[config.mk]
export PLATFORM = sky130hd
export DESIGN_NAME = tbc_cell
export DESIGN_NICKNAME = d
export VERILOG_FILES = /design/src/sv/tbc_pkg.sv /design/src/sv/tbc_cell.sv
export SDC_FILE = /design/constraint.sdc
export NUM_CORES = 1
export LEC_CHECK = 0
export BUFFER_PORTS_ARGS = -buffer_cell sky130_fd_sc_hd__buf_2
export CORE_MARGIN = 3
export CORE_UTILIZATION = 25
export DETAILED_ROUTE_END_ITERATION = 8
export GPL_ROUTABILITY_DRIVEN = 0
export PLACE_DENSITY = 0.51
export REMOVE_ABC_BUFFERS = 1
export SKIP_CTS_REPAIR_TIMING = 1
export SLEW_MARGIN = 10
export SYNTH_ARGS = -nofsm -noshare
export SYNTH_HDL_FRONTEND = slang
export SYNTH_SLANG_ARGS = --single-unit
[constraint.sdc]
create_clock -name clock -period 13.2 [get_ports clock]
set_input_delay 2.64 -clock clock [delete_from_list [all_inputs] [get_ports clock]]
set_output_delay 2.64 -clock clock [all_outputs]
set_load 0.02 [all_outputs]
[src/sv/tbc_pkg.sv]
// ----------------------------------------------------------------------------
// TEA chained core package
// Constants, register map, cell word type and the TEA mix function.
// ----------------------------------------------------------------------------
package tbc_pkg;

   localparam logic [31:0] TEA_DELTA     = 32'h9E3779B9;
   localparam logic [31:0] DEC_SUM_RESET = 32'hC6EF3720;  // delta * 32
   localparam logic [6:0]  ROUNDS_RESET  = 7'd32;

   localparam int NUM_CELLS  = 254;                        // two cells per TEA cycle
   localparam int CELL_IDX_W = 8;
   localparam int CSR_ADDR_W = 5;

   localparam logic [2:0] REG_KEY0   = 3'd0;
   localparam logic [2:0] REG_KEY1   = 3'd1;
   localparam logic [2:0] REG_KEY2   = 3'd2;
   localparam logic [2:0] REG_KEY3   = 3'd3;
   localparam logic [2:0] REG_ROUNDS = 3'd4;

   typedef struct packed {
      logic        valid;
      logic        decrypt;
      logic        chained;
      logic        first_block;
      logic [31:0] y;
      logic [31:0] z;
      logic [31:0] sum;
   } tbc_item_type;

   typedef struct packed {
      logic [3:0][31:0] key;
      logic [6:0]       rounds;
      logic [31:0]      dec_sum;
   } tbc_cfg_type;

   localparam tbc_item_type IDLE_ITEM = '0;

   function automatic logic [31:0] tea_mix(input logic [31:0] v, input logic [31:0] sum,
                                           input logic [31:0] k0, input logic [31:0] k1);
      return ((v << 4) + k0) ^ (v + sum) ^ ((v >> 5) + k1);
   endfunction

endpackage

[src/sv/tbc_cell.sv]
// ----------------------------------------------------------------------------
// TEA half-round cell
// One Feistel half-round per cell; even cells do the first half of a TEA
// cycle, odd cells the second half and the sum step.
// ----------------------------------------------------------------------------
module tbc_cell import tbc_pkg::*; (
   input  logic             clock,
   input  logic             reset,
   input  logic             advance,
   input  logic             phase,
   input  logic [3:0][31:0] key,
   input  logic             inject,
   input  tbc_item_type     inj_item,
   input  tbc_item_type     prev_item,
   output tbc_item_type     out_item
);

   tbc_item_type src;
   tbc_item_type item_in;
   tbc_item_type item_ff;
   logic         valid_ff;
   logic         valid_in;
   logic         to_y;
   logic [31:0]  mix_v;
   logic [31:0]  mix_ka;
   logic [31:0]  mix_kb;
   logic [31:0]  mix_out;
   logic [31:0]  target;
   logic [31:0]  updated;

   assign src     = inject ? inj_item : prev_item;
   assign to_y    = (phase == src.decrypt);
   assign mix_v   = to_y ? src.z : src.y;
   assign mix_ka  = to_y ? key[0] : key[2];
   assign mix_kb  = to_y ? key[1] : key[3];
   assign mix_out = tea_mix(mix_v, src.sum, mix_ka, mix_kb);
   assign target  = to_y ? src.y : src.z;
   assign updated = src.decrypt ? (target - mix_out) : (target + mix_out);

   always_comb begin
      item_in = src;
      if (to_y) begin
         item_in.y = updated;
      end else begin
         item_in.z = updated;
      end
      if (phase) begin
         item_in.sum = src.decrypt ? (src.sum - TEA_DELTA) : (src.sum + TEA_DELTA);
      end
   end

   assign valid_in = advance ? src.valid : valid_ff;

   always_ff @(posedge clock) begin
      if (reset) begin
         valid_ff <= 1'b0;
      end else begin
         valid_ff <= valid_in;
      end
   end

   always_ff @(posedge clock) begin
      if (advance) begin
         item_ff <= item_in;
      end
   end

   always_comb begin
      out_item       = item_ff;
      out_item.valid = valid_ff;
   end

endmodule

# --- Yosys cells after proc, flatten, opt, wreduce, memory -nomap -nowiden ---
# Index checks and enable logic that the tools add are counted.
op_classes:
  n_addsub: 7
  n_eq_ne: 1
  mux: 10
  bitwise_logic: 2
op_table:
  columns: ["op", "n"]
  rows:
  - ["$mux 32", 9]
  - ["$mux 100", 1]
  - ["$add 32x32->32", 3]
  - ["$xor 32x32->32", 2]
  - ["$add 27x32->32", 1]
  - ["$add 32x32->32 const B", 1]
  - ["$sub 32x32->32", 1]
  - ["$sub 32x32->32 const B", 1]
  - ["$eq 1x1->1", 1]
totals:
  regBits: 100
  in_bits: 333
  output_inout_bits: 100
  elab_cells: 27

# --- Longest topological paths before layout ---
# Gate-level depths: netlist of run 1.
logic_depth:
  word_depth: 9
  depth_mapped: 39
  depth_no_buf: 34

# --- Least setup slack after synthesis of run 1 ---
# No wires, ideal clock.
synth_timing:
  path_kind: "input port to flip-flop"
  from: "in prev_item[98] in the netlist's numbering"
  to: "reg item_ff, in the netlist out_item[95], data pin"
  setup_ns: 0.274
  arrival_time_ns: 10.077
  t_required_ns: 12.926
  slack_ns: 2.849
  stages: 34
  n_path_buf: 6
  cell_sequence: "buf_6 mux2i_2 buf_6 xnor2_2 clkbuf_1 clkbuf_1 clkbuf_1 nand2_1 nand2_1 ha_1 and3_1 or3b_2 a31oi_1 o211ai_1 a31oi_1 xnor2_1 xnor2_1 xnor2_1 or3b_1 or2_1 nor3_2 and3_1 a31oi_1 xnor2_1 ha_1 clkbuf_1 and3_1 a22o_1 or3_1 o22a_1 xnor3_1 or3_1 nand3_1 o221ai_1"
synth_rtl:
  columns: ["element", "line", "text"]
  rows:
  - ["start: declaration", "tbc_cell.sv:14", "input tbc_item_type prev_item,"]
  - ["end signal: assignment", "tbc_cell.sv:64", "item_ff <= item_in;"]
  - ["end: declaration", "tbc_cell.sv:20", "tbc_item_type item_ff;"]

==> impl_metrics.py, run 1 <==
metrics = {
    "floorplan": {
        "io_pins": 433,
        "rows": 93,
        "coreArea_um2": 64600,
        "start_util_pct": 25.3,
        "die-height_um": 262,
        "die_w_um": 262,
        "die_area_um2": 68500,
    },
    "worst_setup_path": {
        "cp.arrival_ns": 11.45,
        "crit_required_ns": 13.33,
        "endpoint_kind": "flop",
        "r2r-start": "valid_ff",
        "critPathKind": "primary input to flop",
        "max_stage_delay_ns": 0.63,
        "crit_fanout": 60,
        "critPathLaunchType": "primary input",
        "cp-startpoint": "inject",
        "reg2reg_slack_ns": 12.49,
        "r2r-end": "valid_ff",
        "cp_slowest_cell": "xnor2_4",
        "reg2reg_depth": 2,
    },
    "finish": {
        "drive_gt1_share_pct": 26.1,
        "stdcell_count": 3153,
        "fin_util_pct": 30.5,
        "fin_nets": 2778,
        "area_growth_pct": 20.3,
        "stdcell_area_um2": 19700,
    },
    "global_routing": {
        "grt_pass1_wl_um": 92600,
        "grt_overflow": 0,
        "gr-usage-met1_pct": 23.6,
        "track_usage_pct": 17.8,
        "top_usage_layer": "met2",
        "grt_use_met3_pct": 2.05,
        "grt_pass1_vias": 15800,
        "antenna_found_initial": 6,
        "grt_max_degree": 104,
        "gr-usage-met2_pct": 30.6,
    },
    "synthesis": {
        "async_flop_share_pct": 0,
        "syn_inst": 1913,
        "avgSynthCellArea_um2": 8.55,
        "ys.flop_type": "edfxtp_1",
        "ys_ff_latch": 100,
        "synth_cell_types": 94,
        "yosys_warnings": 0,
        "netlist_area_um2": 16400,
        "ys_seq_area_share_pct": 18.3,
        "synth_edf_count": 99,
    },
    "placed_design": {
        "placed_cells": 3135,
        "portBuffers": 432,
        "placed_area_um2": 19400,
        "post-dp-hpwl_um": 52600,
    },
    "drt": {
        "route.vias.total": 16300,
        "first_iter_violations": 1016,
        "via_per_inst": 5.15,
        "postRouteAntennaNets": 0,
        "wirelength_um": 63900,
        "wl_per_cell_um": 20.3,
        "first_pass_iters": 5,
        "drc_errors": 0,
    },
    "pwr": {
        "total_leakage_power_uw": 0.00858,
        "fin_total_pwr_uw": 4820,
        "p_sw_share_pct": 53.1,
        "power_density_nw_per_um2": 245,
        "seqPwrFrac_pct": 12.6,
        "pwr-share-comb_pct": 81.8,
        "p_int_uw": 2260,
        "pwr-share-clk_pct": 5.6,
        "peakVddDrop_uv": 106,
        "p_switching_uw": 2560,
    },
    "timing": {
        "rsz0062_at_grt": "no",
        "tightest_slew_ns": 0.866,
        "slew_violations": 0,
        "finalClockSkew_ns": 0,
        "period_share_pct": 85.7,
        "fmax_mhz": 88.4,
        "finalCriticalPeriod_ns": 11.32,
        "maxSlewHeadroom_pct": 41.5,
        "setup_violations": 0,
        "hold_viol": 0,
    },
    "hold_path": {
        "min_delay_path_depth": 2,
        "min_from": "valid_ff",
        "worstHoldEndpoint": "valid_ff",
        "min_path_type": "flop to flop",
    },
    "clocking": {
        "numCtsBuffers": 9,
        "insertion_delay_ns": 0.39,
        "cts_tree": "done",
        "ctsLongestPathBuffers": 2,
        "cts_sinks": 100,
        "h-tree-depth": 3,
        "cts_root_buf": "clkbuf_16",
        "cts.clk_slew.worst_paths_ns": 0.09,
    },
    "outcome": {
        "outcome": "complete, no violations",
    },
    "job": {
        "drv_cap": 0,
    },
}
==> placed cells by master, fill, tap and decap left out, types with 11 or more instances in the layout <==
cell type,count
buf_2,430
nand2_1,279
a21oi_1,159
ha_1,149
xnor2_1,146
nor2_1,114
edfxtp_1,99
o21ai_0,95
mux4_2,61
xor2_1,60
inv_1,55
a21o_1,50
a211oi_1,50
nor2b_1,49
nand3_1,40
mux2i_1,39
nor3_1,36
mux2_2,33
nand2b_1,22
a31oi_1,19
and3_1,18
o21a_1,17
o21bai_1,17
o31ai_1,14
and2_1,12
or3_1,12
buf_4,11
==> worst max path at each step <==
stage,endpoint,depth (start not counted),slack (ns)
after floorplan,out_item[95],28,-0.21
after global placement,out_item[95],33,1.72
after detailed placement,out_item[95],33,1.55
after CTS,out_item[63],34,1.99
after global routing,out_item[63],34,1.23
final,out_item[63],34,1.88
==> cell families (layout without fill, tap and decap cells) <==
kind of cell	after synthesis	count (layout)	synth area share [%]
compound gates	529	529	21.3
simple gates	641	641	18.7
mux	136	136	13.3
xor+xnor	220	220	12.9
buf+inv	133	516	3.34
fa+ha+maj	154	154	12.0
flops	100	100	18.3
other cells	0	2	0
==> power groups by stage <==
stage	Sequential [µW]	Combinational, µW	Clock, µW
after floorplan	759	2710	0
after global placement	615	3860	0
after detailed placement	611	3900	0
after CTS	607	3930	290
after global routing	616	4330	297
final	605	3940	272
==> metrics by stage <==
| step | worst slack (ns) | hold WS, ns | TNS, ns |
|---|---|---|---|
| finish | 1.88 | 0.524 | 0 |
| global route | 1.23 | 0.562 | 0 |
| CTS | 1.99 | 0.528 | 0 |
| detailed placement | 1.55 | 0.515 | 0 |
| global placement | 1.72 | 0.483 | 0 |
| floorplan | -0.206 | 0.565 | -0.408 |
==> Yosys cell counts (18+ instances only) <==
cell type  instances  area, µm²
nand2b_1          22        138
nor2b_1           49        307
nand3_1           40        200
clkbuf_1          54        203
nor2_1           114        428
and3_1            18        113
nand2_1          279       1050
a21o_1            50        375
edfxtp_1          99       2970
nor3_1            36        180
o21ai_0           95        475
mux4_2            61       1370
xor2_1            60        526
mux2i_1           39        390
a31oi_1           19        119
xnor2_1          146       1280
ha_1             149       1860
a211oi_1          50        375
inv_1             55        206
a21oi_1          159        796
mux2_2            33        372
==> cell type report <==
cell class              count  area, µm²
flip-flops and latches    100       2990
clock inverters             6       38.8
inverters                  56        213
diodes                      2       5.00
fillers                  6915      44900
repair buffers            444       2290
clock buffers              10        229
multi-input cells        1680      12800
well taps                 855       1070
==> critical path, delay by kind of cell <==
kind / cells / cell delay [ns]
compound gates: 10 / 2.08
simple gates: 9 / 1.98
xor+xnor: 5 / 1.89
buf+inv: 4 / 1.08
mux: 3 / 0.81
fa+ha+maj: 3 / 0.79
==> layer usage <==
metal	share of wire, %	vias to the layer above
li1	-	7886
met4	2.2	4
met2	48	451
met3	4.6	62
met5	0.036	-
met1	45	7848
==> flip-flops by register name, summed over array words and instances (netlist names) <==
signal / flops
out_item: 99
valid_ff: 1
(Power assumes the default switching activity.)
==> inputs of run 2 (changes only) <==
--- a/config.mk
+++ b/config.mk
@@ -5,6 +5,7 @@
 export SDC_FILE = /design/constraint.sdc
 export NUM_CORES = 1
 export LEC_CHECK = 0
+export ABC_AREA = 1
 export BUFFER_PORTS_ARGS = -buffer_cell sky130_fd_sc_hd__buf_2
 export CORE_MARGIN = 3
 export CORE_UTILIZATION = 25
==> run 2 against run 1 <==
  * Fmax grew 6.0%
  * Clock skew is the same
  * Via count grew 16%
  * Die area grew 2.9%
  * Utilization is essentially flat
  * Non-clock buffer count shrank 3
  * Power shrank 27%
  * Combinational power shrank 32%
  * Clock power grew 6%
  * Sequential power shrank 7.9%
  * Critical path depth shrank 3
  * First-iteration DRC count grew 26%
  * Critical endpoint is now out_item[59]
  * Largest power group unchanged
  * Highest routed layer is now met4
==> impl_metrics.py, run 2 <==
metrics = {
    "outcome": {
        "outcome": "complete, no violations",
    },
    "clocking": {
        "numCtsBuffers": 9,
        "cts.clk_slew.worst_paths_ns": 0.07,
        "ctsLongestPathBuffers": 2,
        "cts_root_buf": "clkbuf_16",
        "insertion_delay_ns": 0.37,
        "h-tree-depth": 3,
        "cts_sinks": 100,
        "cts_tree": "done",
    },
    "worst_setup_path": {
        "crit_cells": 31,
        "cp.arrival_ns": 10.78,
        "reg2reg_depth": 3,
        "path_delay_family": "compound AO/OA/AOI/OAI gates",
        "reg2reg_slack_ns": 12.45,
        "r2r-end": "valid_ff",
        "cp_slowest_cell": "clkinv_2",
        "worst-path-buf-inv": 5,
        "max_stage_delay_ns": 0.68,
        "critPathKind": "primary input to flop",
        "crit_required_ns": 13.31,
        "r2r-start": "valid_ff",
        "endpoint_kind": "flop",
        "critPathLaunchType": "primary input",
        "crit_fanout": 65,
    },
    "drt": {
        "postRouteAntennaNets": 0,
        "route.vias.total": 18800,
        "first_iter_violations": 1279,
        "first_pass_iters": 5,
        "drc_errors": 0,
        "via_per_inst": 4.66,
        "wirelength_um": 70400,
        "wl_per_cell_um": 17.4,
    },
    "timing": {
        "setup_violations": 0,
        "setup_slack_ns": 2.52,
        "hold_viol": 0,
        "fmax_mhz": 93.7,
        "tns_ns": 0,
        "finalClockSkew_ns": 0,
        "rsz0062_at_grt": "no",
        "whs_ns": 0.586,
        "finalCriticalPeriod_ns": 10.68,
        "slew_violations": 0,
        "period_share_pct": 80.9,
        "tightest_slew_ns": 0.894,
        "maxSlewHeadroom_pct": 40.4,
    },
    "finish": {
        "fin_nets": 3654,
        "area_growth_pct": 19.9,
        "largest_reg_flops": 99,
        "mostFrequentLayoutCell": "nand2_1",
        "fin_util_pct": 30.5,
        "drive_gt1_share_pct": 17.5,
        "layout_common_cells": "nand2_1 (1080), buf_2 (430), inv_1 (293), a21oi_1 (169), nor2_1 (167)",
        "num-fill-cells": 7464,
    },
    "global_routing": {
        "gr-usage-met1_pct": 25.7,
        "grt_pass1_wl_um": 103000,
        "top_usage_layer": "met2",
        "grt_use_met3_pct": 1.68,
        "antenna_found_initial": 5,
        "grt_max_degree": 137,
        "gr-usage-met2_pct": 33.7,
        "grt_pass1_vias": 17700,
        "grt_overflow": 0,
        "track_usage_pct": 19.2,
    },
    "synthesis": {
        "synth.most_common_cell": "nand2_1",
        "netlist_area_um2": 16800,
        "synth_top_cell_by_area": "nand2_1",
        "synth_cell_types": 53,
        "yosys_warnings": 0,
        "ys.flop_type": "edfxtp_1",
        "synth_area_leaders": "nand2_1 (24%), edfxtp_1 (18%), ha_1 (11%)",
        "ys_ff_latch": 100,
        "avgSynthCellArea_um2": 6.05,
        "async_flop_share_pct": 0,
        "synth.top_cell.area_share_pct": 24.1,
        "synthTopCellsByCount": "nand2_1 (1080), inv_1 (293), a21oi_1 (169), nor2_1 (167), o21ai_0 (163)",
        "synth_edf_count": 99,
        "syn_inst": 2781,
        "ys_seq_area_share_pct": 17.8,
    },
    "hold_path": {
        "worstHoldEndpoint": "valid_ff",
        "min_path_type": "flop to flop",
        "min_from": "valid_ff",
        "min_delay_path_depth": 3,
    },
    "floorplan": {
        "die_area_um2": 70500,
        "die-height_um": 266,
        "coreArea_um2": 66200,
        "die_w_um": 266,
        "start_util_pct": 25.4,
        "io_pins": 433,
        "rows": 94,
    },
    "pwr": {
        "power_density_nw_per_um2": 174,
        "peakVddDrop_uv": 63.4,
        "total_leakage_power_uw": 0.0109,
        "fin_total_pwr_uw": 3520,
    },
    "placed_design": {
        "post-dp-hpwl_um": 60900,
        "portBuffers": 432,
        "pre_cts_ws_ns": 2.14,
    },
    "job": {
        "drv_cap": 0,
    },
}
[run 2: through the flow]
stage / cell area [µm²] / instances
floorplan: 16600 / 2715
global placement: 19900 / 4020
detailed placement: 19900 / 4020
CTS: 20200 / 4034
global route: 20200 / 4036
finish: 20200 / 4036
[run 2: kinds of logic after synthesis]
group,after synthesis,share of synthesized area (%)
buffers and inverters,365,8.32
adder cells (fa/ha/maj),154,11.7
multiplexers,5,0.297
AO/OA/AOI/OAI,456,14.9
flip-flops,100,17.8
AND/OR/NAND/NOR,1554,39.2
XOR/XNOR,147,7.81
[run 2: final cells by class]
type | count | area [µm²] | share of cell area (%)
diodes | 2 | 5.00 | 0.0248
clock buffers | 9 | 225 | 1.12
clock inverters | 5 | 78.8 | 0.391
inverters | 299 | 1120 | 5.57
multi-input cells | 2316 | 12400 | 61.6
flip-flops and latches | 100 | 2990 | 14.8
well taps | 864 | 1080 | 5.36
repair buffers | 441 | 2230 | 11.1
[run 2: power by group]
group,internal (µW),switching (µW),total [µW]
sequential,529,28.2,557
clock,163,126,289
combinational,890,1780,2670
total,1580,1930,3520
[run 2: layer usage]
metal	wire (µm)	up-vias
met4	857	0
li1	-	9869
met1	32700	8454
met2	34000	429
met3	2790	47
met5	0	-
[run 2: how the worst max path moves through the flow]
stage / startpoint / slack [ns] / end
finish: inject / 2.52 / out_item[59]
global route: inject / 1.73 / out_item[95]
CTS: inject / 2.55 / out_item[61]
detailed placement: inject / 2.14 / out_item[95]
global placement: inject / 2.14 / out_item[95]
floorplan: inject / 4.05 / out_item[95]
[run 2: tightest hold or removal path, stage by stage (launching register included)]
cell and delay [ns]:
dfxtp_1 0.31, nor2_1 0.09, a311o_1 0.11, inv_1 0.03
