===== config.mk =====
export PLATFORM = sky130hd
export DESIGN_NAME = tbc_csr
export DESIGN_NICKNAME = d
export VERILOG_FILES = /design/src/sv/tbc_pkg.sv /design/src/sv/tbc_csr.sv
export SDC_FILE = /design/constraint.sdc
export NUM_CORES = 1
export LEC_CHECK = 0
export ABC_AREA = 1
export BUFFER_PORTS_ARGS = -buffer_cell sky130_fd_sc_hd__buf_2
export CAP_MARGIN = 10
export CORE_AREA = 2 2 147 149
export DETAILED_ROUTE_END_ITERATION = 16
export DIE_AREA = 0 0 149 151
export PLACE_DENSITY_LB_ADDON = 0.3
export SYNTH_ARGS = -nofsm -noshare
export SYNTH_HDL_FRONTEND = slang
export SYNTH_SLANG_ARGS = --single-unit

===== constraint.sdc =====
create_clock -name clock -period 3.85 [get_ports clock]
set_input_delay 0.385 -clock clock [delete_from_list [all_inputs] [get_ports clock]]
set_output_delay 0.385 -clock clock [all_outputs]
set_load 0.01 [all_outputs]

===== src/sv/tbc_pkg.sv =====
// ----------------------------------------------------------------------------
// TEA chained core package
// Constants, register map, cell word type and the TEA mix function.
// ----------------------------------------------------------------------------
package tbc_pkg;

   localparam logic [31:0] TEA_DELTA     = 32'h9E3779B9;
   localparam logic [31:0] DEC_SUM_RESET = 32'hC6EF3720;  // delta * 32
   localparam logic [6:0]  ROUNDS_RESET  = 7'd32;

   localparam int NUM_CELLS  = 254;                        // two cells per TEA cycle
   localparam int CELL_IDX_W = 8;
   localparam int CSR_ADDR_W = 5;

   localparam logic [2:0] REG_KEY0   = 3'd0;
   localparam logic [2:0] REG_KEY1   = 3'd1;
   localparam logic [2:0] REG_KEY2   = 3'd2;
   localparam logic [2:0] REG_KEY3   = 3'd3;
   localparam logic [2:0] REG_ROUNDS = 3'd4;

   typedef struct packed {
      logic        valid;
      logic        decrypt;
      logic        chained;
      logic        first_block;
      logic [31:0] y;
      logic [31:0] z;
      logic [31:0] sum;
   } tbc_item_type;

   typedef struct packed {
      logic [3:0][31:0] key;
      logic [6:0]       rounds;
      logic [31:0]      dec_sum;
   } tbc_cfg_type;

   localparam tbc_item_type IDLE_ITEM = '0;

   function automatic logic [31:0] tea_mix(input logic [31:0] v, input logic [31:0] sum,
                                           input logic [31:0] k0, input logic [31:0] k1);
      return ((v << 4) + k0) ^ (v + sum) ^ ((v >> 5) + k1);
   endfunction

endpackage


===== src/sv/tbc_csr.sv =====
// ----------------------------------------------------------------------------
// TEA chained core register file
// APB key and round-count registers; keeps delta times rounds for decrypt.
// ----------------------------------------------------------------------------
module tbc_csr import tbc_pkg::*; (
   input  logic                  clock,
   input  logic                  reset,
   input  logic                  csr_psel,
   input  logic                  csr_penable,
   input  logic                  csr_pwrite,
   input  logic [CSR_ADDR_W-1:0] csr_paddr,
   input  logic [31:0]           csr_pwdata,
   output logic [31:0]           csr_prdata,
   output logic                  csr_pready,
   output tbc_cfg_type           cfg
);

   logic [3:0][31:0] key_ff, key_in;
   logic [6:0]       rounds_ff, rounds_in;
   logic [31:0]      dec_sum_ff, dec_sum_in;
   logic [38:0]      prod;
   logic             wr;
   logic [2:0]       reg_idx;

   assign csr_pready = 1'b1;
   assign wr         = csr_psel && csr_penable && csr_pwrite && csr_pready;
   assign reg_idx    = csr_paddr[CSR_ADDR_W-1:2];
   assign prod       = 39'(TEA_DELTA) * 39'(csr_pwdata[6:0]);

   always_comb begin
      key_in     = key_ff;
      rounds_in  = rounds_ff;
      dec_sum_in = dec_sum_ff;
      if (wr) begin
         unique case (reg_idx)
            REG_KEY0: begin
               key_in[0] = csr_pwdata;
            end
            REG_KEY1: begin
               key_in[1] = csr_pwdata;
            end
            REG_KEY2: begin
               key_in[2] = csr_pwdata;
            end
            REG_KEY3: begin
               key_in[3] = csr_pwdata;
            end
            REG_ROUNDS: begin
               rounds_in  = csr_pwdata[6:0];
               dec_sum_in = prod[31:0];
            end
            default: begin
            end
         endcase
      end
   end

   always_comb begin
      unique case (reg_idx)
         REG_KEY0:   csr_prdata = key_ff[0];
         REG_KEY1:   csr_prdata = key_ff[1];
         REG_KEY2:   csr_prdata = key_ff[2];
         REG_KEY3:   csr_prdata = key_ff[3];
         REG_ROUNDS: csr_prdata = {25'd0, rounds_ff};
         default:    csr_prdata = '0;
      endcase
   end

   always_ff @(posedge clock) begin
      if (reset) begin
         key_ff     <= '0;
         rounds_ff  <= ROUNDS_RESET;
         dec_sum_ff <= DEC_SUM_RESET;
      end else begin
         key_ff     <= key_in;
         rounds_ff  <= rounds_in;
         dec_sum_ff <= dec_sum_in;
      end
   end

   assign cfg.key     = key_ff;
   assign cfg.rounds  = rounds_ff;
   assign cfg.dec_sum = dec_sum_ff;

endmodule


After elaboration in Yosys (flattened, before gate mapping)
Cells that the tools add are included.
{"block": "classes", "multipliers": 1, "n_eq_ne": 4, "mux": 1, "reduce_logical": 8}
{"operator": "one-hot mux 32 bit (5 select lines)", "n": 1}
{"operator": "multiplier 32 x 7 -> 32 bit (first input constant)", "n": 1}
{"operator": "AND reduction 2 bit", "n": 5}
{"operator": "equality test 3 x 2 -> 1 bit (second input constant)", "n": 2}
{"operator": "equality test 3 x 1 -> 1 bit (second input constant)", "n": 1}
{"operator": "equality test 3 bit (second input constant)", "n": 1}
{"operator": "zero test 3 bit", "n": 1}
{"operator": "logical AND 1 bit", "n": 2}
{"block": "totals", "ff_bits": 167}

Logic depth before layout (Yosys ltp)
Gate-level depths: netlist of the first run.
{"block": "logic_depth", "word_depth": 3, "ltp_mapped": 21, "mapped_depth_nobuf": 21}

Worst setup path before layout of the first run
Ideal clock, no wire load.
{"block": "synth_path", "kind": "input -> register", "from": "input port csr_pwdata[4]", "to": "register dec_sum_ff[31]", "setup_ps": 115, "arrival_time_ps": 3776, "required_ps": 3735, "slack_ps": -41, "path_stages": 17, "path_cell_list": "fa_1 -> fa_1 -> fa_1 -> inv_1 -> fa_1 -> inv_1 -> ha_1 -> nand2_1 -> inv_1 -> nand2_1 -> nor3_1 -> and2_1 -> nand2_1 -> nand2_1 -> nand2_1 -> nand3_1 -> nand2_1"}
{"block": "synth_between", "elab_chain_cells": 1}
{"element": "start, declared", "line_no": "tbc_csr.sv:12", "text": "input logic [31:0] csr_pwdata,"}
{"element": "multiplier 32 x 7 -> 32 bit", "line_no": "tbc_csr.sv:28", "text": "assign prod = 39'(TEA_DELTA) * 39'(csr_pwdata[6:0]);"}
{"element": "end signal, assigned", "line_no": "tbc_csr.sv:77", "text": "dec_sum_ff <= dec_sum_in;"}
{"element": "end, declared", "line_no": "tbc_csr.sv:20", "text": "logic [31:0] dec_sum_ff, dec_sum_in;"}
No other way between the ends.
A chain may end at the register's enable or synchronous reset.

Worst setup path after layout of the first run
{"block": "layout_path", "from": "input port csr_pwdata[6]", "to": "register dec_sum_ff[28]"}
Same word-level chain as after synthesis.

==> flow_summary.html, run 1 <==
<table>
<tr><th>Metric</th><th>Value</th></tr>
<tr><th colspan="2">Detailed routing</th></tr>
<tr><td>Number of DRC violations after detailed routing</td><td>0</td></tr>
<tr><td>Post-Route WL</td><td>34100 microns</td></tr>
<tr><td>Post-detailed-route wirelength per cell</td><td>16.7 microns</td></tr>
<tr><td>Number of DRC violations after detailed-routing iteration 0</td><td>595</td></tr>
<tr><td>1st-pass router iterations</td><td>5</td></tr>
<tr><td>Post-detailed-route via-to-cell ratio</td><td>5.19</td></tr>
<tr><td>Number of nets still failing antenna checks after routing</td><td>0</td></tr>
<tr><td>Via count</td><td>10600</td></tr>
<tr><th colspan="2">Die</th></tr>
<tr><td>Chip height</td><td>151 microns</td></tr>
<tr><td>Area of the core region</td><td>0.0208 sq mm</td></tr>
<tr><td>Count of pins on the block boundary</td><td>242</td></tr>
<tr><td>Area enclosed by the die boundary</td><td>0.0225 sq mm</td></tr>
<tr><td>Number of cell rows</td><td>53</td></tr>
<tr><td>Die Width</td><td>149 microns</td></tr>
<tr><td>Starting density of the core</td><td>0.491</td></tr>
<tr><th colspan="2">STA</th></tr>
<tr><td>Number of failing hold endpoints at the final stage</td><td>0</td></tr>
<tr><td>Rel. slew slack</td><td>0.188</td></tr>
<tr><td>Worst setup skew after layout</td><td>0 ns</td></tr>
<tr><td>Max frequency</td><td>0.270 GHz</td></tr>
<tr><td>Unrepaired setup endpoints after global routing</td><td>yes</td></tr>
<tr><td>Share of the cycle needed by the critical path after routing</td><td>0.961</td></tr>
<tr><td>Slew at the pin closest to its max-slew limit</td><td>1.22 ns</td></tr>
<tr><td>Shortest clock period the worst path allows after layout</td><td>3.70 ns</td></tr>
<tr><td>Final hold slack</td><td>0.226 ns</td></tr>
<tr><td>Final setup margin</td><td>0.152 ns</td></tr>
<tr><td>Final-report max-slew violation count</td><td>0</td></tr>
<tr><td>Final setup violation count</td><td>0</td></tr>
<tr><th colspan="2">Run status</th></tr>
<tr><td>Outcome</td><td>completed</td></tr>
<tr><th colspan="2">Pwr</th></tr>
<tr><td>Power per unit of standard cell area</td><td>567 mW/mm^2</td></tr>
<tr><td>Leakage power</td><td>6.81 nW</td></tr>
<tr><td>Highest ir drop seen on vdd</td><td>0.000334 V</td></tr>
<tr><th colspan="2">Setup path</th></tr>
<tr><td>Critical path endpoint category</td><td>flip-flop</td></tr>
<tr><td>Arrival time at the worst endpoint</td><td>4.02 ns</td></tr>
<tr><td>Critical path startpoint category</td><td>input port</td></tr>
<tr><td>Crit Path Category</td><td>input port to flip-flop</td></tr>
<tr><td>Worst Path Required</td><td>4.17 ns</td></tr>
<tr><td>Flop-to-flop setup slack</td><td>3.00 ns</td></tr>
<tr><td>Biggest fanout along the worst timing path</td><td>4</td></tr>
<tr><th colspan="2">Global routing</th></tr>
<tr><td>Wire length of the first global-routing pass</td><td>52700 microns</td></tr>
<tr><td>Residual overflow from global routing</td><td>0</td></tr>
<tr><td>Via count of the first global-routing pass</td><td>9938</td></tr>
<tr><td>Aggregate global-route resource usage</td><td>0.301</td></tr>
<tr><td>Pin count of the biggest net entering global routing</td><td>139</td></tr>
<tr><td>Initial antenna violation count</td><td>1</td></tr>
<tr><th colspan="2">Place</th></tr>
<tr><td>Gp weighted congestion</td><td>1.04</td></tr>
<tr><td>Post-placement cell count</td><td>2004</td></tr>
<tr><td>Worst setup slack before clock tree synthesis</td><td>-0.332 ns</td></tr>
<tr><td>Placed Area</td><td>0.0121 sq mm</td></tr>
<tr><td>DPL Wire Length</td><td>25500 microns</td></tr>
<tr><td>IO Port Bufs</td><td>238</td></tr>
<tr><th colspan="2">Clock tree</th></tr>
<tr><td>Number of sinks handled by clock tree synthesis</td><td>164</td></tr>
<tr><td>Worst-path clk slew</td><td>0.07 ns</td></tr>
<tr><td>Number of CTS-inserted buffers</td><td>17</td></tr>
<tr><td>H-tree depth</td><td>4</td></tr>
<tr><td>Clock tree root driver cell</td><td>clkbuf_16</td></tr>
<tr><td>CTS tree</td><td>yes</td></tr>
<tr><td>Number of buffers between clock root and the deepest sink</td><td>2</td></tr>
<tr><td>Hold buffers post-CTS</td><td>0</td></tr>
<tr><td>Clk_lat worst skew</td><td>0.42 ns</td></tr>
<tr><th colspan="2">Layout</th></tr>
<tr><td>Number of cells in the finished layout apart from fillers</td><td>2038</td></tr>
<tr><td>Filler cells</td><td>1907</td></tr>
<tr><td>Final core area utilization</td><td>0.618</td></tr>
<tr><td>Ratio of cells with drive above 1 in the final layout</td><td>0.230</td></tr>
<tr><td>Layout Nets</td><td>1902</td></tr>
<tr><td>Final Instance Area</td><td>0.0129 sq mm</td></tr>
<tr><td>Synthesis-to-finish area growth</td><td>25.9%</td></tr>
<tr><th colspan="2">Synth</th></tr>
<tr><td>Cell area after synthesis</td><td>0.0102 sq mm</td></tr>
<tr><td>Count of different cell masters after synthesis</td><td>32</td></tr>
<tr><td>Commonest cells in the netlist</td><td>286 x nand2_1, 286 x nor2_1, 181 x inv_1</td></tr>
<tr><td>Sequential element share of the synthesized area</td><td>0.321</td></tr>
<tr><td>Share of flip-flops with an asynchronous set or reset after synthesis</td><td>0</td></tr>
<tr><td>Portion of synthesized cell area occupied by the leading cell type</td><td>0.321</td></tr>
<tr><td>Count of flip-flops with a built-in enable after synthesis</td><td>0</td></tr>
<tr><td>Top_reg_cell synth</td><td>dfxtp_1</td></tr>
<tr><td>Warning count from the yosys run</td><td>0</td></tr>
<tr><td>Post-synthesis cell type with the largest combined area</td><td>dfxtp_1</td></tr>
<tr><td>Average footprint of a synthesized cell</td><td>6.98 sq um</td></tr>
<tr><td>Synth area leaders</td><td>dfxtp_1 32%, nand2_1 10%, nor2_1 10%</td></tr>
<tr><td>Synthesized Nets</td><td>1619</td></tr>
<tr><td>#FFs+latches synth</td><td>164</td></tr>
<tr><td>Cell count after synthesis</td><td>1465</td></tr>
<tr><th colspan="2">Flow run</th></tr>
<tr><td>Max-Cap Viols</td><td>0</td></tr>
<tr><th colspan="2">Worst hold path</th></tr>
<tr><td>Hold WC Path Type</td><td>input port to flip-flop</td></tr>
</table>
[power breakdown]
group,total (mW),internal (mW),switching (mW)
registers,1.74,1.72,0.0177
clock network,1.76,0.933,0.825
logic,3.81,1.57,2.24
[cell type report]
| class | count | area [sq um] | area share |
|---|---|---|---|
| antenna | 2 | 5.00 | 0.000389 |
| timing repair buffer | 328 | 1870 | 0.145 |
| multi-input combinational | 1048 | 6050 | 0.470 |
| clock buffer | 17 | 425 | 0.0331 |
| tap | 275 | 344 | 0.0267 |
| sequential | 164 | 3280 | 0.255 |
| clock inverter | 15 | 186 | 0.0145 |
| inverter | 189 | 711 | 0.0552 |
[layer usage]
layer  track usage  share of wire
met2         0.513           0.48
met4         0.128          0.035
met3        0.0557          0.078
met5             0              0
met1         0.374           0.41
[sequential cells by signal (all words and copies together) (netlist names)]
| name | count |
|---|---|
| cfg | 128 |
| rounds_ff | 7 |
| dec_sum_ff | 29 |
[timing repair]
action                                  4_1_cts  5_1_grt
endpoints found under the setup margin        0       16
buffers inserted                              0        0
resized for setup                             0       30
[critical path, cell delays in order]
cell     delay, ns
buf_2         0.12
fa_2          0.51
buf_4         0.18
fa_2          0.60
inv_1         0.06
fa_1          0.48
inv_1         0.05
ha_1          0.27
ha_1          0.36
nand2_1       0.14
nor2_1        0.17
nand3_1       0.11
nand2_2       0.14
nand3_1       0.11
nand4_1       0.09
nand3_1       0.13
nand2_1       0.10
inv_1         0.04
[logic make-up (layout without fill, tap and decap cells)]
logic type	Yosys count	count (layout)	share of synthesized area
compound gates	257	257	0.136
flops	164	164	0.321
buf+inv	253	549	0.102
xor+xnor	13	13	0.0111
other cells	1	3	0.000367
simple gates	665	665	0.262
fa+ha+maj	112	112	0.167
[through the flow]
step | power, mW | setup TNS (ns)
floorplan | 3.84 | 0
global placement | 5.26 | -4.89
detailed placement | 5.29 | -5.81
CTS | 7.07 | 0
global route | 7.79 | -0.000910
finish | 7.30 | 0
[final timing paths]
check        cells past startpoint           start        endpoint
max                             18   csr_pwdata[6]  dec_sum_ff[28]
min                              3   csr_pwdata[8]         cfg[47]
max reg2reg                      2    rounds_ff[1]    rounds_ff[1]
min reg2reg                      2  dec_sum_ff[23]  dec_sum_ff[23]
[placed cells by master, fill, tap and decap left out, types with 3 or more instances in the layout]
cell        count
ha_4            6
fa_2            3
inv_2           7
clkinvlp_4      3
ha_1           62
inv_8           3
buf_2         238
clkinv_8        4
o21ai_1        37
a21oi_1        60
buf_4          90
ha_2            3
o21bai_1        3
and2_1          5
dfxtp_1       164
nand3_1        62
inv_1         180
nand2_1       281
a22oi_1        27
nand4_1        10
xnor2_1         4
nor2_2          6
inv_6           3
nor2_1        281
or2_2           3
clkbuf_16      17
a221oi_1        5
nor3_4          3
a21o_1          5
nand2_2         5
xor2_1          9
fa_1           38
o21ai_0       116
nor3_2          3
No activity file was read; power rests on OpenSTA's default activity.
==> run 2: changes to the inputs <==
- BUFFER_PORTS_ARGS: -buffer_cell sky130_fd_sc_hd__buf_2 -> unset
- CORE_AREA: 2 2 147 149 -> 2 2 145 147
- DIE_AREA: 0 0 149 151 -> 0 0 147 149
- DONT_BUFFER_PORTS: unset -> 1
==> run 2 against run 1 <==
- total power is 2.7% lower
- largest cell class unchanged
- critical endpoint is now dec_sum_ff[15]
- core utilization is 5.6 points lower
- critical path type unchanged
- setup slack better by 0.026 ns
- register-to-register slack worse by 0.11 ns
- sequential share of layout area is 2.9 points higher
- via count is 9.0% lower
- sequential cell count stayed put
==> flow_summary.html, run 2 (synthesis results as in run 1) <==
<table>
<tr><th>Metric</th><th>Value</th></tr>
<tr><th colspan="2">Run status</th></tr>
<tr><td>Outcome</td><td>completed</td></tr>
<tr><th colspan="2">Clock tree</th></tr>
<tr><td>CTS tree</td><td>yes</td></tr>
<tr><td>H-tree depth</td><td>4</td></tr>
<tr><td>Clock tree root driver cell</td><td>clkbuf_16</td></tr>
<tr><td>Worst-path clk slew</td><td>0.09 ns</td></tr>
<tr><td>Clk_lat worst skew</td><td>0.45 ns</td></tr>
<tr><td>Post-CTS Setup Bufs</td><td>0</td></tr>
<tr><td>Number of CTS-inserted buffers</td><td>17</td></tr>
<tr><td>Number of buffers between clock root and the deepest sink</td><td>2</td></tr>
<tr><td>Number of sinks handled by clock tree synthesis</td><td>164</td></tr>
<tr><th colspan="2">STA</th></tr>
<tr><td>Slew at the pin closest to its max-slew limit</td><td>0.946 ns</td></tr>
<tr><td>Final setup violation count</td><td>0</td></tr>
<tr><td>Max frequency</td><td>0.272 GHz</td></tr>
<tr><td>Unrepaired setup endpoints after global routing</td><td>no</td></tr>
<tr><td>Number of failing hold endpoints at the final stage</td><td>0</td></tr>
<tr><td>Shortest clock period the worst path allows after layout</td><td>3.67 ns</td></tr>
<tr><td>Rel. slew slack</td><td>0.369</td></tr>
<tr><td>Setup TNS after final layout</td><td>0 ns</td></tr>
<tr><td>Worst setup skew after layout</td><td>0 ns</td></tr>
<tr><td>Final-report max-slew violation count</td><td>0</td></tr>
<tr><td>Share of the cycle needed by the critical path after routing</td><td>0.954</td></tr>
<tr><th colspan="2">Detailed routing</th></tr>
<tr><td>Number of DRC violations after detailed-routing iteration 0</td><td>540</td></tr>
<tr><td>Via count</td><td>9628</td></tr>
<tr><td>Number of DRC violations after detailed routing</td><td>0</td></tr>
<tr><td>Post-detailed-route via-to-cell ratio</td><td>5.36</td></tr>
<tr><td>Post-detailed-route wirelength per cell</td><td>18.5 microns</td></tr>
<tr><td>Post-Route WL</td><td>33200 microns</td></tr>
<tr><td>Number of nets still failing antenna checks after routing</td><td>0</td></tr>
<tr><td>1st-pass router iterations</td><td>6</td></tr>
<tr><th colspan="2">Layout</th></tr>
<tr><td>Synthesis-to-finish area growth</td><td>13.1%</td></tr>
<tr><td>Area of the multi-input gates</td><td>0.00593 sq mm</td></tr>
<tr><td>Most frequent cells in the layout</td><td>286 x nor2_1, 286 x nand2_1, 180 x inv_1, 164 x dfxtp_1, 117 x o21ai_0</td></tr>
<tr><td>Final Instance Area</td><td>0.0116 sq mm</td></tr>
<tr><td>Sequential cell area</td><td>0.00328 sq mm</td></tr>
<tr><td>Final core area utilization</td><td>0.562</td></tr>
<tr><td>Ratio of cells with drive above 1 in the final layout</td><td>0.0927</td></tr>
<tr><td>Layout Nets</td><td>1662</td></tr>
<tr><td>Filler cells</td><td>2002</td></tr>
<tr><td>Antenna Diode Count</td><td>0</td></tr>
<tr><td>Max FFs per register</td><td>128</td></tr>
<tr><th colspan="2">Setup path</th></tr>
<tr><td>Critical path endpoint category</td><td>flip-flop</td></tr>
<tr><td>Largest stage delay, worst path</td><td>0.56 ns</td></tr>
<tr><td>Critical path startpoint category</td><td>input port</td></tr>
<tr><td>Arrival time at the worst endpoint</td><td>4.02 ns</td></tr>
<tr><td>Critical path buffer and inverter count</td><td>5</td></tr>
<tr><td>Standard cell with the maximum stage delay on the critical path</td><td>fa_1</td></tr>
<tr><td>Biggest fanout along the worst timing path</td><td>7</td></tr>
<tr><td>Critical Path, Cell by Cell</td><td>fa_2, buf_4, fa_1, inv_1, fa_1, inv_1, ha_1, ha_1, nand2_1, inv_1, a21oi_1, nand2_1, nand2_1, nand2_1, xor2_1, o21ai_0, inv_1</td></tr>
<tr><td>Crit Path Category</td><td>input port to flip-flop</td></tr>
<tr><td>CP top delay family</td><td>adder cells</td></tr>
<tr><td>Worst Path Required</td><td>4.20 ns</td></tr>
<tr><th colspan="2">Pwr</th></tr>
<tr><td>Leakage power</td><td>5.61 nW</td></tr>
<tr><td>Highest ir drop seen on vdd</td><td>0.000407 V</td></tr>
<tr><td>Power per unit of standard cell area</td><td>615 mW/mm^2</td></tr>
<tr><th colspan="2">Place</th></tr>
<tr><td>Placed Area</td><td>0.0109 sq mm</td></tr>
<tr><td>Gp weighted congestion</td><td>0.966</td></tr>
<tr><td>DPL Wire Length</td><td>25000 microns</td></tr>
<tr><td>IO Port Bufs</td><td>0</td></tr>
<tr><th colspan="2">Die</th></tr>
<tr><td>Area enclosed by the die boundary</td><td>0.0219 sq mm</td></tr>
<tr><td>Area of the core region</td><td>0.0206 sq mm</td></tr>
<tr><td>Chip height</td><td>149 microns</td></tr>
<tr><td>Die Width</td><td>147 microns</td></tr>
<tr><td>Number of cell rows</td><td>53</td></tr>
<tr><td>Count of pins on the block boundary</td><td>242</td></tr>
<tr><td>Starting density of the core</td><td>0.497</td></tr>
<tr><th colspan="2">Worst hold path</th></tr>
<tr><td>Hold WC Path Type</td><td>input port to flip-flop</td></tr>
<tr><th colspan="2">Flow run</th></tr>
<tr><td>Max-Cap Viols</td><td>0</td></tr>
<tr><th colspan="2">Global routing</th></tr>
<tr><td>Via count of the first global-routing pass</td><td>9007</td></tr>
<tr><td>Residual overflow from global routing</td><td>0</td></tr>
<tr><td>Pin count of the biggest net entering global routing</td><td>79</td></tr>
<tr><td>Initial antenna violation count</td><td>0</td></tr>
<tr><td>Wire length of the first global-routing pass</td><td>51000 microns</td></tr>
<tr><td>Aggregate global-route resource usage</td><td>0.303</td></tr>
</table>
## run 2: routing by layer
layer | vias up | routed length, microns | track usage
met5 | - | 0 | 0
met4 | 0 | 1190 | 0.128
met3 | 60 | 2890 | 0.0755
met2 | 387 | 15700 | 0.509
met1 | 4445 | 13500 | 0.372
li1 | 4736 | - | -
## run 2: path summary, 6_finish.rpt
path | startpoint | to | slack [ns] | cells after the start
worst max-delay path | csr_pwdata[4] | dec_sum_ff[15] | 0.18 | 17
worst min register to register | dec_sum_ff[5] | dec_sum_ff[5] | 0.54 | 2
worst max register to register | rounds_ff[1] | rounds_ff[1] | 2.89 | 2
worst min-delay path | reset | dec_sum_ff[21] | 0.02 | 2
## run 2: timing repair
action	in CTS	in global routing
hold buffers	0	0
gates resized for setup	0	4
endpoints found under the setup margin	0	4
## run 2: stage by stage
stage          setup WS (ns)  total power [mW]  hold slack (ns)  cells
2_1_floorplan         0.0175              3.84            0.490   1465
3_3_place_gp          -0.273              5.29            0.487   1764
3_5_place_dp          -0.279              5.32            0.488   1764
4_1_cts                0.176              7.08           0.0209   1796
5_1_grt              0.00254              7.61           0.0204   1796
6_report               0.178              7.11           0.0250   1796
## run 2: power by group
part | internal (mW) | total [mW] | switching [mW]
Clock | 0.879 | 1.75 | 0.875
Sequential | 1.72 | 1.75 | 0.0344
Combinational | 1.50 | 3.60 | 2.10
Total | 4.10 | 7.11 | 3.01
## run 2: final cells by class
class	instances	share of cell area
Clock buffer	17	0.0368
Multi-Input combinational cell	1048	0.513
Tap cell	275	0.0298
Clock inverter	15	0.0155
Timing Repair Buffer	88	0.0593
Sequential cell	164	0.284
Inverter	189	0.0615
==> run 3: changes to the inputs <==
- CORE_AREA: 2 2 145 147 -> 2 2 141 143
- DIE_AREA: 0 0 147 149 -> 0 0 143 145
- HOLD_SLACK_MARGIN: unset -> 0.1
- SETUP_SLACK_MARGIN: unset -> 0.2
==> run 3 against run 2 <==
- sequential power barely moved
- clock power about the same
- design area increased by 1.4%
- worst hold slack improved by 0.077 ns
- non-clock buffer count up 3
- sequential share of layout area down 0.40 points
- critical path depth stayed put
- setup slack better by 0.15 ns
- maximum frequency rose by 4.1%
- core utilization is 4.8 points higher
- combinational power is 2% higher
- die area fell by 5.3%
- largest cell class unchanged
- highest routed layer unchanged
==> flow_summary.html, run 3 (synthesis results as in run 1) <==
<table>
<tr><th>Metric</th><th>Value</th></tr>
<tr><th colspan="2">Run status</th></tr>
<tr><td>Outcome</td><td>completed</td></tr>
<tr><th colspan="2">Setup path</th></tr>
<tr><td>Biggest fanout along the worst timing path</td><td>7</td></tr>
<tr><td>Crit Path Category</td><td>input port to flip-flop</td></tr>
<tr><td>Critical path endpoint category</td><td>flip-flop</td></tr>
<tr><td>Depth of the worst register-to-register path</td><td>2</td></tr>
<tr><td>Worst Path Required</td><td>4.20 ns</td></tr>
<tr><td>FF-to-FF End</td><td>rounds_ff[2]</td></tr>
<tr><td>Startpoint of the worst register-to-register path</td><td>rounds_ff[2]</td></tr>
<tr><td>Critical path startpoint category</td><td>input port</td></tr>
<tr><td>Flop-to-flop setup slack</td><td>2.97 ns</td></tr>
<tr><td>Arrival time at the worst endpoint</td><td>3.87 ns</td></tr>
<tr><th colspan="2">STA</th></tr>
<tr><td>Final hold slack</td><td>0.102 ns</td></tr>
<tr><td>Unrepaired setup endpoints after global routing</td><td>yes</td></tr>
<tr><td>Max frequency</td><td>0.284 GHz</td></tr>
<tr><td>Worst setup skew after layout</td><td>0 ns</td></tr>
<tr><td>Rel. slew slack</td><td>0.349</td></tr>
<tr><td>Final-report max-slew violation count</td><td>0</td></tr>
<tr><td>Setup TNS after final layout</td><td>0 ns</td></tr>
<tr><td>Share of the cycle needed by the critical path after routing</td><td>0.916</td></tr>
<tr><td>Number of failing hold endpoints at the final stage</td><td>0</td></tr>
<tr><td>Final setup violation count</td><td>0</td></tr>
<tr><td>Shortest clock period the worst path allows after layout</td><td>3.53 ns</td></tr>
<tr><td>Slew at the pin closest to its max-slew limit</td><td>0.976 ns</td></tr>
<tr><th colspan="2">Global routing</th></tr>
<tr><td>Residual overflow from global routing</td><td>0</td></tr>
<tr><td>Initial antenna violation count</td><td>0</td></tr>
<tr><td>Via count of the first global-routing pass</td><td>9330</td></tr>
<tr><td>Wire length of the first global-routing pass</td><td>52100 microns</td></tr>
<tr><td>Pin count of the biggest net entering global routing</td><td>75</td></tr>
<tr><td>Aggregate global-route resource usage</td><td>0.322</td></tr>
<tr><th colspan="2">Place</th></tr>
<tr><td>Gp weighted congestion</td><td>0.982</td></tr>
<tr><td>IO Port Bufs</td><td>0</td></tr>
<tr><td>DPL Wire Length</td><td>23700 microns</td></tr>
<tr><th colspan="2">Die</th></tr>
<tr><td>Starting density of the core</td><td>0.532</td></tr>
<tr><td>Count of pins on the block boundary</td><td>242</td></tr>
<tr><td>Chip height</td><td>145 microns</td></tr>
<tr><td>Area enclosed by the die boundary</td><td>0.0207 sq mm</td></tr>
<tr><td>Die Width</td><td>143 microns</td></tr>
<tr><td>Number of cell rows</td><td>51</td></tr>
<tr><td>Area of the core region</td><td>0.0192 sq mm</td></tr>
<tr><th colspan="2">Detailed routing</th></tr>
<tr><td>Post-Route WL</td><td>33200 microns</td></tr>
<tr><td>Number of DRC violations after detailed routing</td><td>0</td></tr>
<tr><td>Number of DRC violations after detailed-routing iteration 0</td><td>722</td></tr>
<tr><td>Via count</td><td>9670</td></tr>
<tr><td>1st-pass router iterations</td><td>7</td></tr>
<tr><td>Post-detailed-route wirelength per cell</td><td>18.6 microns</td></tr>
<tr><td>Post-detailed-route via-to-cell ratio</td><td>5.41</td></tr>
<tr><td>Number of nets still failing antenna checks after routing</td><td>0</td></tr>
<tr><th colspan="2">Clock tree</th></tr>
<tr><td>Clock tree root driver cell</td><td>clkbuf_16</td></tr>
<tr><td>Clk_lat worst skew</td><td>0.44 ns</td></tr>
<tr><td>Number of sinks handled by clock tree synthesis</td><td>164</td></tr>
<tr><td>Number of CTS-inserted buffers</td><td>17</td></tr>
<tr><td>CTS tree</td><td>yes</td></tr>
<tr><td>Number of buffers between clock root and the deepest sink</td><td>2</td></tr>
<tr><td>H-tree depth</td><td>4</td></tr>
<tr><td>Worst-path clk slew</td><td>0.07 ns</td></tr>
<tr><th colspan="2">Layout</th></tr>
<tr><td>Ratio of cells with drive above 1 in the final layout</td><td>0.0925</td></tr>
<tr><td>Most frequent standard cell in the layout excluding fill and tap cells</td><td>nor2_1</td></tr>
<tr><td>Layout Nets</td><td>1665</td></tr>
<tr><td>Synthesis-to-finish area growth</td><td>14.7%</td></tr>
<tr><td>Most frequent cells in the layout</td><td>283 x nor2_1, 278 x nand2_1, 176 x inv_1, 164 x dfxtp_1, 114 x o21ai_0</td></tr>
<tr><td>Max FFs per register</td><td>128</td></tr>
<tr><td>Antenna Diode Count</td><td>0</td></tr>
<tr><th colspan="2">Pwr</th></tr>
<tr><td>Leakage power</td><td>5.63 nW</td></tr>
<tr><td>Power per unit of standard cell area</td><td>611 mW/mm^2</td></tr>
<tr><td>Highest ir drop seen on vdd</td><td>0.000393 V</td></tr>
<tr><td>Total power</td><td>7.16 mW</td></tr>
<tr><th colspan="2">Flow run</th></tr>
<tr><td>Max-Cap Viols</td><td>0</td></tr>
<tr><th colspan="2">Worst hold path</th></tr>
<tr><td>Worst hold stages</td><td>2</td></tr>
<tr><td>Hold WC Path Type</td><td>input port to flip-flop</td></tr>
<tr><td>Hold path endpoint</td><td>cfg[97]</td></tr>
<tr><td>Worst hold path startpoint</td><td>csr_pwdata[26]</td></tr>
</table>
[run 3: changes by cell type in the layout (fill, tap and decap cells not counted), moves of 4 or more]
cell	before	now
dlygate4sd3_1	0	29
buf_4	86	61
nand2_1	286	278
nand2_2	0	8
a21oi_1	61	57
a21oi_2	1	5
inv_1	180	176
inv_2	7	11
inv_8	2	6
[run 3: what timing repair did]
| item | CTS | global route |
|---|---|---|
| resized for setup | 0 | 25 |
| endpoints found under the hold margin | 82 | 0 |
| endpoints found under the setup margin | 0 | 17 |
| buffers inserted | 0 | 1 |
| hold buffers | 29 | 0 |
[run 3: area by class of cell]
class | instances | area [sq um]
clock buffers | 17 | 425
clock inverters | 15 | 179
fillers | 1745 | 7480
inverters | 189 | 711
multi-input cells | 1048 | 6030
flip-flops and latches | 164 | 3280
well taps | 265 | 332
repair buffers | 91 | 768
[run 3: critical path, cell delays in order]
cell and delay, ns:
fa_2 0.64, xor2_1 0.17, ha_1 0.28, fa_1 0.54
inv_1 0.06, fa_1 0.50, inv_2 0.05, ha_4 0.30
nand2_2 0.08, inv_2 0.07, nand2_2 0.09, nor3_4 0.23
nand3b_1 0.14, nand4_1 0.11, nand3_1 0.10, nand2_1 0.08
inv_1 0.04
[run 3: through the flow]
stage,instance area (sq um),std cells,setup WS (ns),util
after global placement,10700,1727,-0.0955,0.559
after global routing,11700,1789,0.145,0.610
after CTS,11600,1788,0.292,0.606
after detailed placement,10700,1727,-0.0906,0.559
after floorplan,10300,1465,0.213,-
final,11700,1789,0.323,0.610
[run 3: worst max-delay path by stage]
stage	from	to	slack [ns]	cells past startpoint
6_report	csr_pwdata[4]	dec_sum_ff[24]	0.32	17
5_1_grt	csr_pwdata[4]	dec_sum_ff[24]	0.14	17
4_1_cts	csr_pwdata[6]	dec_sum_ff[24]	0.29	17
3_5_place_dp	csr_pwdata[1]	dec_sum_ff[29]	-0.09	17
3_3_place_gp	csr_pwdata[1]	dec_sum_ff[29]	-0.1	17
2_1_floorplan	csr_pwdata[6]	dec_sum_ff[31]	0.21	17
[run 3: routing by layer]
layer	track usage	vias to the layer above	wire length [microns]
li1	-	4756	-
met1	0.402	4435	13500
met2	0.535	407	15900
met3	0.0752	72	2750
met4	0.128	0	1140
met5	0	-	0
[run 3: where the power goes]
part | internal [mW] | switching (mW)
Sequential | 1.72 | 0.0335
Clock | 0.883 | 0.856
Combinational | 1.44 | 2.23
Total | 4.04 | 3.12
